[config.mk]
export PLATFORM = sky130hd
export DESIGN_NAME = pfpsc_ctrl
export DESIGN_NICKNAME = d
export VERILOG_FILES = /design/src/hdl/pfpsc_pkg.sv /design/src/hdl/pfpsc_ctrl.sv
export SDC_FILE = /design/constraint.sdc
export NUM_CORES = 1
export LEC_CHECK = 0
export BUFFER_PORTS_ARGS = -buffer_cell sky130_fd_sc_hd__buf_4
export CORE_AREA = 2 2 39 41
export DETAILED_ROUTE_END_ITERATION = 8
export DIE_AREA = 0 0 41 43
export SLEW_MARGIN = 25
export SYNTH_ARGS = -nofsm -noshare
export SYNTH_HDL_FRONTEND = slang
export SYNTH_SLANG_ARGS = --single-unit
[constraint.sdc]
create_clock -name i_clk -period 4.3 [get_ports i_clk]
set_clock_uncertainty 0.2 [all_clocks]
set_input_delay 0.86 -clock i_clk [delete_from_list [all_inputs] [get_ports i_clk]]
set_output_delay 0.86 -clock i_clk [all_outputs]
set_load 0.01 [all_outputs]
[src/hdl/pfpsc_pkg.sv]
// ----------------------------------------------------------------------------
// pfpsc_pkg
// Types, constants and tables shared by the path-follow pedal/steer controller.
// ----------------------------------------------------------------------------
package pfpsc_pkg;

    localparam int CORDIC_STEPS = 16;
    localparam int STEP_W       = $clog2(CORDIC_STEPS + 1);

    localparam logic signed [27:0] PI24     = 28'sd52707179;
    localparam logic signed [27:0] HALFPI24 = 28'sd26353589;
    localparam logic signed [17:0] PI13     = 18'sd25736;
    localparam logic signed [17:0] TWOPI13  = 18'sd51472;
    localparam logic [16:0]        INVK16   = 17'd39796;
    localparam logic [17:0]        HEAD_TOL13 = 18'd1393;
    localparam logic [17:0]        AIM_TOL13  = 18'd2458;
    localparam logic [31:0]        NEAR_Q8    = 32'd2560;
    localparam int                 PEDAL_MAX  = 25600;

    localparam int CFG_IDX_W = 3;
    typedef enum logic [CFG_IDX_W-1:0] {
        REG_TIME_STEP   = 3'd0,
        REG_SPEED_TOL   = 3'd1,
        REG_ACCEL_P     = 3'd2,
        REG_ACCEL_D     = 3'd3,
        REG_BRAKE_GAIN  = 3'd4
    } t_reg_idx;

    // Sequencer states
    typedef enum logic [3:0] {
        ST_IDLE,
        ST_LOAD_AIM,     // set up vectoring on aim error
        ST_RUN_AIM,
        ST_LOAD_DES,     // set up vectoring on aim-to-aim vector
        ST_RUN_DES,
        ST_LOAD_ROT,     // set up rotation by -heading
        ST_RUN_ROT,
        ST_DECIDE,       // distance, heading errors, branch choice
        ST_EXP,          // 1-exp(-d) steps
        ST_PEDAL1,
        ST_PEDAL2,
        ST_PEDAL3,
        ST_OUT
    } t_state;

    // Controller to datapath commands
    typedef struct packed {
        logic capture;      // latch input transaction
        logic load_vec;     // load CORDIC in vectoring mode
        logic sel_des;      // vector source is aim minus previous aim
        logic load_rot;     // load CORDIC in rotation mode
        logic step;         // one CORDIC iteration
        logic decide;
        logic exp_step;
        logic pedal1;
        logic pedal2;
        logic pedal3;
        logic commit;       // update history, present result
    } t_cmd;

    typedef struct packed {
        logic cordic_done;
        logic exp_done;
    } t_stat;

    function automatic logic signed [27:0] atan_lut(input logic [4:0] i);
        logic signed [27:0] r;
        unique case (i)
            5'd0:  r = 28'sd13176795;
            5'd1:  r = 28'sd7778716;
            5'd2:  r = 28'sd4110060;
            5'd3:  r = 28'sd2086331;
            5'd4:  r = 28'sd1047214;
            5'd5:  r = 28'sd524117;
            5'd6:  r = 28'sd262123;
            5'd7:  r = 28'sd131069;
            default: r = (i < 5'd24) ? (28'sd65536 >>> (i - 5'd8)) : 28'sd0;
        endcase
        return r;
    endfunction

    function automatic logic [16:0] exp_int_lut(input logic [3:0] n);
        logic [16:0] r;
        unique case (n)
            4'd0:  r = 17'd65536;
            4'd1:  r = 17'd24110;
            4'd2:  r = 17'd8869;
            4'd3:  r = 17'd3263;
            4'd4:  r = 17'd1200;
            4'd5:  r = 17'd442;
            4'd6:  r = 17'd162;
            4'd7:  r = 17'd60;
            4'd8:  r = 17'd22;
            4'd9:  r = 17'd8;
            4'd10: r = 17'd3;
            4'd11: r = 17'd1;
            default: r = 17'd0;
        endcase
        return r;
    endfunction

    function automatic logic [15:0] exp_frac_lut(input logic [2:0] i);
        logic [15:0] r;
        unique case (i)
            3'd0: r = 16'd39750;
            3'd1: r = 16'd51039;
            3'd2: r = 16'd57835;
            3'd3: r = 16'd61565;
            3'd4: r = 16'd63520;
            3'd5: r = 16'd64520;
            3'd6: r = 16'd65026;
            default: r = 16'd65280;
        endcase
        return r;
    endfunction

endpackage

[src/hdl/pfpsc_ctrl.sv]
// ----------------------------------------------------------------------------
// pfpsc_ctrl
// Sequencer: walks one tick through the CORDIC passes and the pedal math.
// ----------------------------------------------------------------------------
module pfpsc_ctrl (
    input  logic              i_clk,
    input  logic              i_rst_n,
    input  logic              i_in_valid,
    output logic              o_in_ready,
    output logic              o_out_valid,
    input  logic              i_out_ready,
    input  pfpsc_pkg::t_stat  i_stat,
    output pfpsc_pkg::t_cmd   o_cmd
);

    pfpsc_pkg::t_state r_state, n_state;
    logic              r_out_valid, n_out_valid;

    // state and output-valid registers
    always_ff @(posedge i_clk) begin
        if (!i_rst_n) begin
            r_state     <= pfpsc_pkg::ST_IDLE;
            r_out_valid <= 1'b0;
        end else begin
            r_state     <= n_state;
            r_out_valid <= n_out_valid;
        end
    end

    // output register frees up while the next tick is computed
    assign o_in_ready  = (r_state == pfpsc_pkg::ST_IDLE);
    assign o_out_valid = r_out_valid;

    always_comb begin
        n_state     = r_state;
        n_out_valid = r_out_valid;
        o_cmd       = '0;
        if (r_out_valid && i_out_ready) n_out_valid = 1'b0;
        unique case (r_state)
            pfpsc_pkg::ST_IDLE: begin
                if (i_in_valid) begin
                    o_cmd.capture = 1'b1;
                    n_state = pfpsc_pkg::ST_LOAD_AIM;
                end
            end
            pfpsc_pkg::ST_LOAD_AIM: begin
                o_cmd.load_vec = 1'b1;
                n_state = pfpsc_pkg::ST_RUN_AIM;
            end
            pfpsc_pkg::ST_RUN_AIM: begin
                o_cmd.step = 1'b1;
                if (i_stat.cordic_done) n_state = pfpsc_pkg::ST_LOAD_DES;
            end
            pfpsc_pkg::ST_LOAD_DES: begin
                o_cmd.load_vec = 1'b1;
                o_cmd.sel_des  = 1'b1;
                n_state = pfpsc_pkg::ST_RUN_DES;
            end
            pfpsc_pkg::ST_RUN_DES: begin
                o_cmd.step = 1'b1;
                if (i_stat.cordic_done) n_state = pfpsc_pkg::ST_LOAD_ROT;
            end
            pfpsc_pkg::ST_LOAD_ROT: begin
                o_cmd.load_rot = 1'b1;
                n_state = pfpsc_pkg::ST_RUN_ROT;
            end
            pfpsc_pkg::ST_RUN_ROT: begin
                o_cmd.step = 1'b1;
                if (i_stat.cordic_done) n_state = pfpsc_pkg::ST_DECIDE;
            end
            pfpsc_pkg::ST_DECIDE: begin
                o_cmd.decide = 1'b1;
                n_state = pfpsc_pkg::ST_EXP;
            end
            pfpsc_pkg::ST_EXP: begin
                o_cmd.exp_step = 1'b1;
                if (i_stat.exp_done) n_state = pfpsc_pkg::ST_PEDAL1;
            end
            pfpsc_pkg::ST_PEDAL1: begin
                o_cmd.pedal1 = 1'b1;
                n_state = pfpsc_pkg::ST_PEDAL2;
            end
            pfpsc_pkg::ST_PEDAL2: begin
                o_cmd.pedal2 = 1'b1;
                n_state = pfpsc_pkg::ST_PEDAL3;
            end
            pfpsc_pkg::ST_PEDAL3: begin
                o_cmd.pedal3 = 1'b1;
                n_state = pfpsc_pkg::ST_OUT;
            end
            pfpsc_pkg::ST_OUT: begin
                // wait for the output register to be free
                if (!r_out_valid || i_out_ready) begin
                    o_cmd.commit = 1'b1;
                    n_out_valid  = 1'b1;
                    n_state      = pfpsc_pkg::ST_IDLE;
                end
            end
            default: n_state = pfpsc_pkg::ST_IDLE;
        endcase
    end

endmodule

==> summary.md <==
| Metric | Value |
|---|---|
| Outcome | completed |
| Distinct cell type count of the synthesized netlist | 24 |
| Worst Setup End Kind | output pin |
| Post-CTS Repair Setup Buffers | 0 |
| Clk sinks | 5 |
| Starting DRT DRC Count | 8 |
| Syn Area/Cell | slightly below 8 um^2 |
| Total GRT Usage | 0.106 |
| PortBufs | 18 |
| Initial antenna violation count | 0 |
| Most frequent cells in the layout | buf_4 (18), nor2_1 (10), nand2b_1 (5), nand2_1 (5), dfxtp_1 (5) |
| Final worst path period share | 0.581 |
| Crit-path max FO | 3 |
| Drc violations | 0 |
| Crit-path most repeated cell | buf_4 |
| Setup_tns | 0 ps |
| Detail Route Antenna Nets | 0 |
| Die Width | between 40 and 50 um |
| Clock-pin slew on the worst setup and hold paths | 40 ps |
| Routed WL | between 800 and 900 um |
| Fin nets | 74 |
| DR vias/cell | about 4.7 |
| Register area share after synthesis | 0.259 |
| Post-Place Setup Slack | around 1800 ps |
| Total power draw | around 0.00018 W |
| Post-synthesis cell area | between 300 and 400 um^2 |
| Worst-path cell chain | buf_4 -> nand2b_1 -> nor2b_1 -> buf_4 |
| # diodes | 0 |
| Critical path required time | roughly 3200 ps |
| Top Family by Delay on Critical Path | simple AND/OR/NAND/NOR gates |
| Ys async rst share | 0 |
| RSZ-0062 raised after global routing | no |
| CTS Buf Count | 3 |
| CTS tree | yes |
| CP max-delay cell | nand2b_1 |
| Drt wl/cell | between 10 and 15 um |
| Buf/Inv on CP | 2 |
| Core region area | 0.00138 mm^2 |
| Largest net degree at the start of global routing | 12 |
| Initial Utilization | 0.279 |
| Share of layout cells above drive strength 1 | 0.358 |
| Max frequency | between 400 and 500 MHz |
| HP Class | flip-flop to flip-flop |
| Clk buf depth | 2 |
| Primary FF master, synth | dfxtp_1 |
| Area growth, synth to finish | 37.9% |
| First drt pass iteration count | 4 |
| CP arrival | approximately 1400 ps |
| Yosys warning count | 0 |
| Peak VDD IR | 0.0994 mV |
| Relative slew slack | 0.755 |
| Synthesized instance count | 50 |
| Clock Tree Root | clkbuf_4 |
| Clk_lat worst skew | approximately 240 ps |
| Critical path class | input port to output pin |
| Via Count | ~400 |
| First-pass GRT wire length | around 1.2 mm |
| Synth Net Count | 56 |
| Crit path setup slack, layout | about 1800 ps |
| CTS H-tree lvls | 1 |
| Seq cells post-synth | 5 |
| Full die area | between 0.0015 and 0.002 mm^2 |
| Worst Tran Pin Value | roughly 370 ps |
| Final GP Congestion | about 0.75 |
| Final Max Slew Viols | 0 |
| Setup-failing EPs final | 0 |
| Min cycle time layout | roughly 2500 ps |
| P_leak | 0.236 nW |
| I/O pin total | 19 |
| Fin. Hold Viols | 0 |
| DP HPWL | ~660 um |
| PwrDens | between 300 and 400 mW/mm^2 |
| Critical Path Max Stage Delay | 180 ps |
| Total gr overflow | 0 |
| Resized Gates After CTS | 0 |
| CTS Hold Buffers Added | 0 |
| Max Cap Viol | 0 |
| Post-synth EDFFs | 0 |
| Vias in the first global route | around 310 |
| Die height | between 40 and 50 um |
| Type of origin of the critical path | input port |
| Row count | 14 |
| Commonest non-fill, non-tap cell in the layout | buf_4 |
-- synth_stat cells, drive strengths merged (2+ instances only) --
master,number,area share
nor2,10,0.097
nand2b,6,0.10
dfxtp,5,0.26
nand2,5,0.049
buf,3,0.071
clkbuf,2,0.019
nor2b,2,0.032
nor3,2,0.026
o21ai,2,0.026
-- state kept, by name, summed over array words and instances, names as in the netlist --
register and flops:
r_state 4, o_out_valid 1
-- report_power, final --
| part | switching (W) | internal, W | leakage, nW |
|---|---|---|---|
| logic | 0.0000319 | 0.0000326 | 0.180 |
| clock network | 0.0000186 | 0.0000350 | 0.0150 |
| registers | 0.0000115 | 0.0000514 | 0.0407 |
-- per-stage QoR --
stage / instance area, um^2 / cells / hold slack [ps] / util
floorplan: 387 / 50 / 363 / -
global placement: 507 / 79 / 377 / 0.366
detailed placement: 507 / 79 / 385 / 0.366
CTS: 533 / 83 / 391 / 0.385
global route: 533 / 83 / 429 / 0.385
finish: 533 / 83 / 383 / 0.385
-- layout make-up --
class                           instances  area (um^2)
Multi-Input combinational cell         39          248
Fill cell                             145          851
Clock buffer                            4         26.3
Tap cell                               16         20.0
Timing Repair Buffer                   18          135
Sequential cell                         5          100
Inverter                                1         3.75
-- routing by layer --
metal  track usage  share of wire
met2         0.156           0.48
met5             0              0
met3        0.0314          0.095
met4         0.140          0.024
met1        0.0903           0.40
-- cell families after synthesis --
group | share of synthesized area
AO/OA/AOI/OAI | 0.188
multiplexers | 0.0259
AND/OR/NAND/NOR | 0.405
XOR/XNOR | 0.0227
buffers and inverters | 0.100
flip-flops | 0.259
-- worst register-to-register path, cell delays in order, from the launching register on --
cell and delay (ps):
dfxtp_1 390, or2_1 350, o32ai_4 240, nand2b_2 180, mux2i_1 180
-- worst paths after layout --
| check | startpoint | end | slack [ps] | cells after the start |
|---|---|---|---|---|
| worst max-delay path | i_out_ready | o_cmd[0] | 1800 | 4 |
| worst min-delay path | o_out_valid | o_out_valid | 380 | 2 |
| worst max register to register | r_state[2] | r_state[2] | 2680 | 4 |
| worst min register to register | o_out_valid | o_out_valid | 380 | 2 |
No activity file was read; power rests on OpenSTA's default activity.
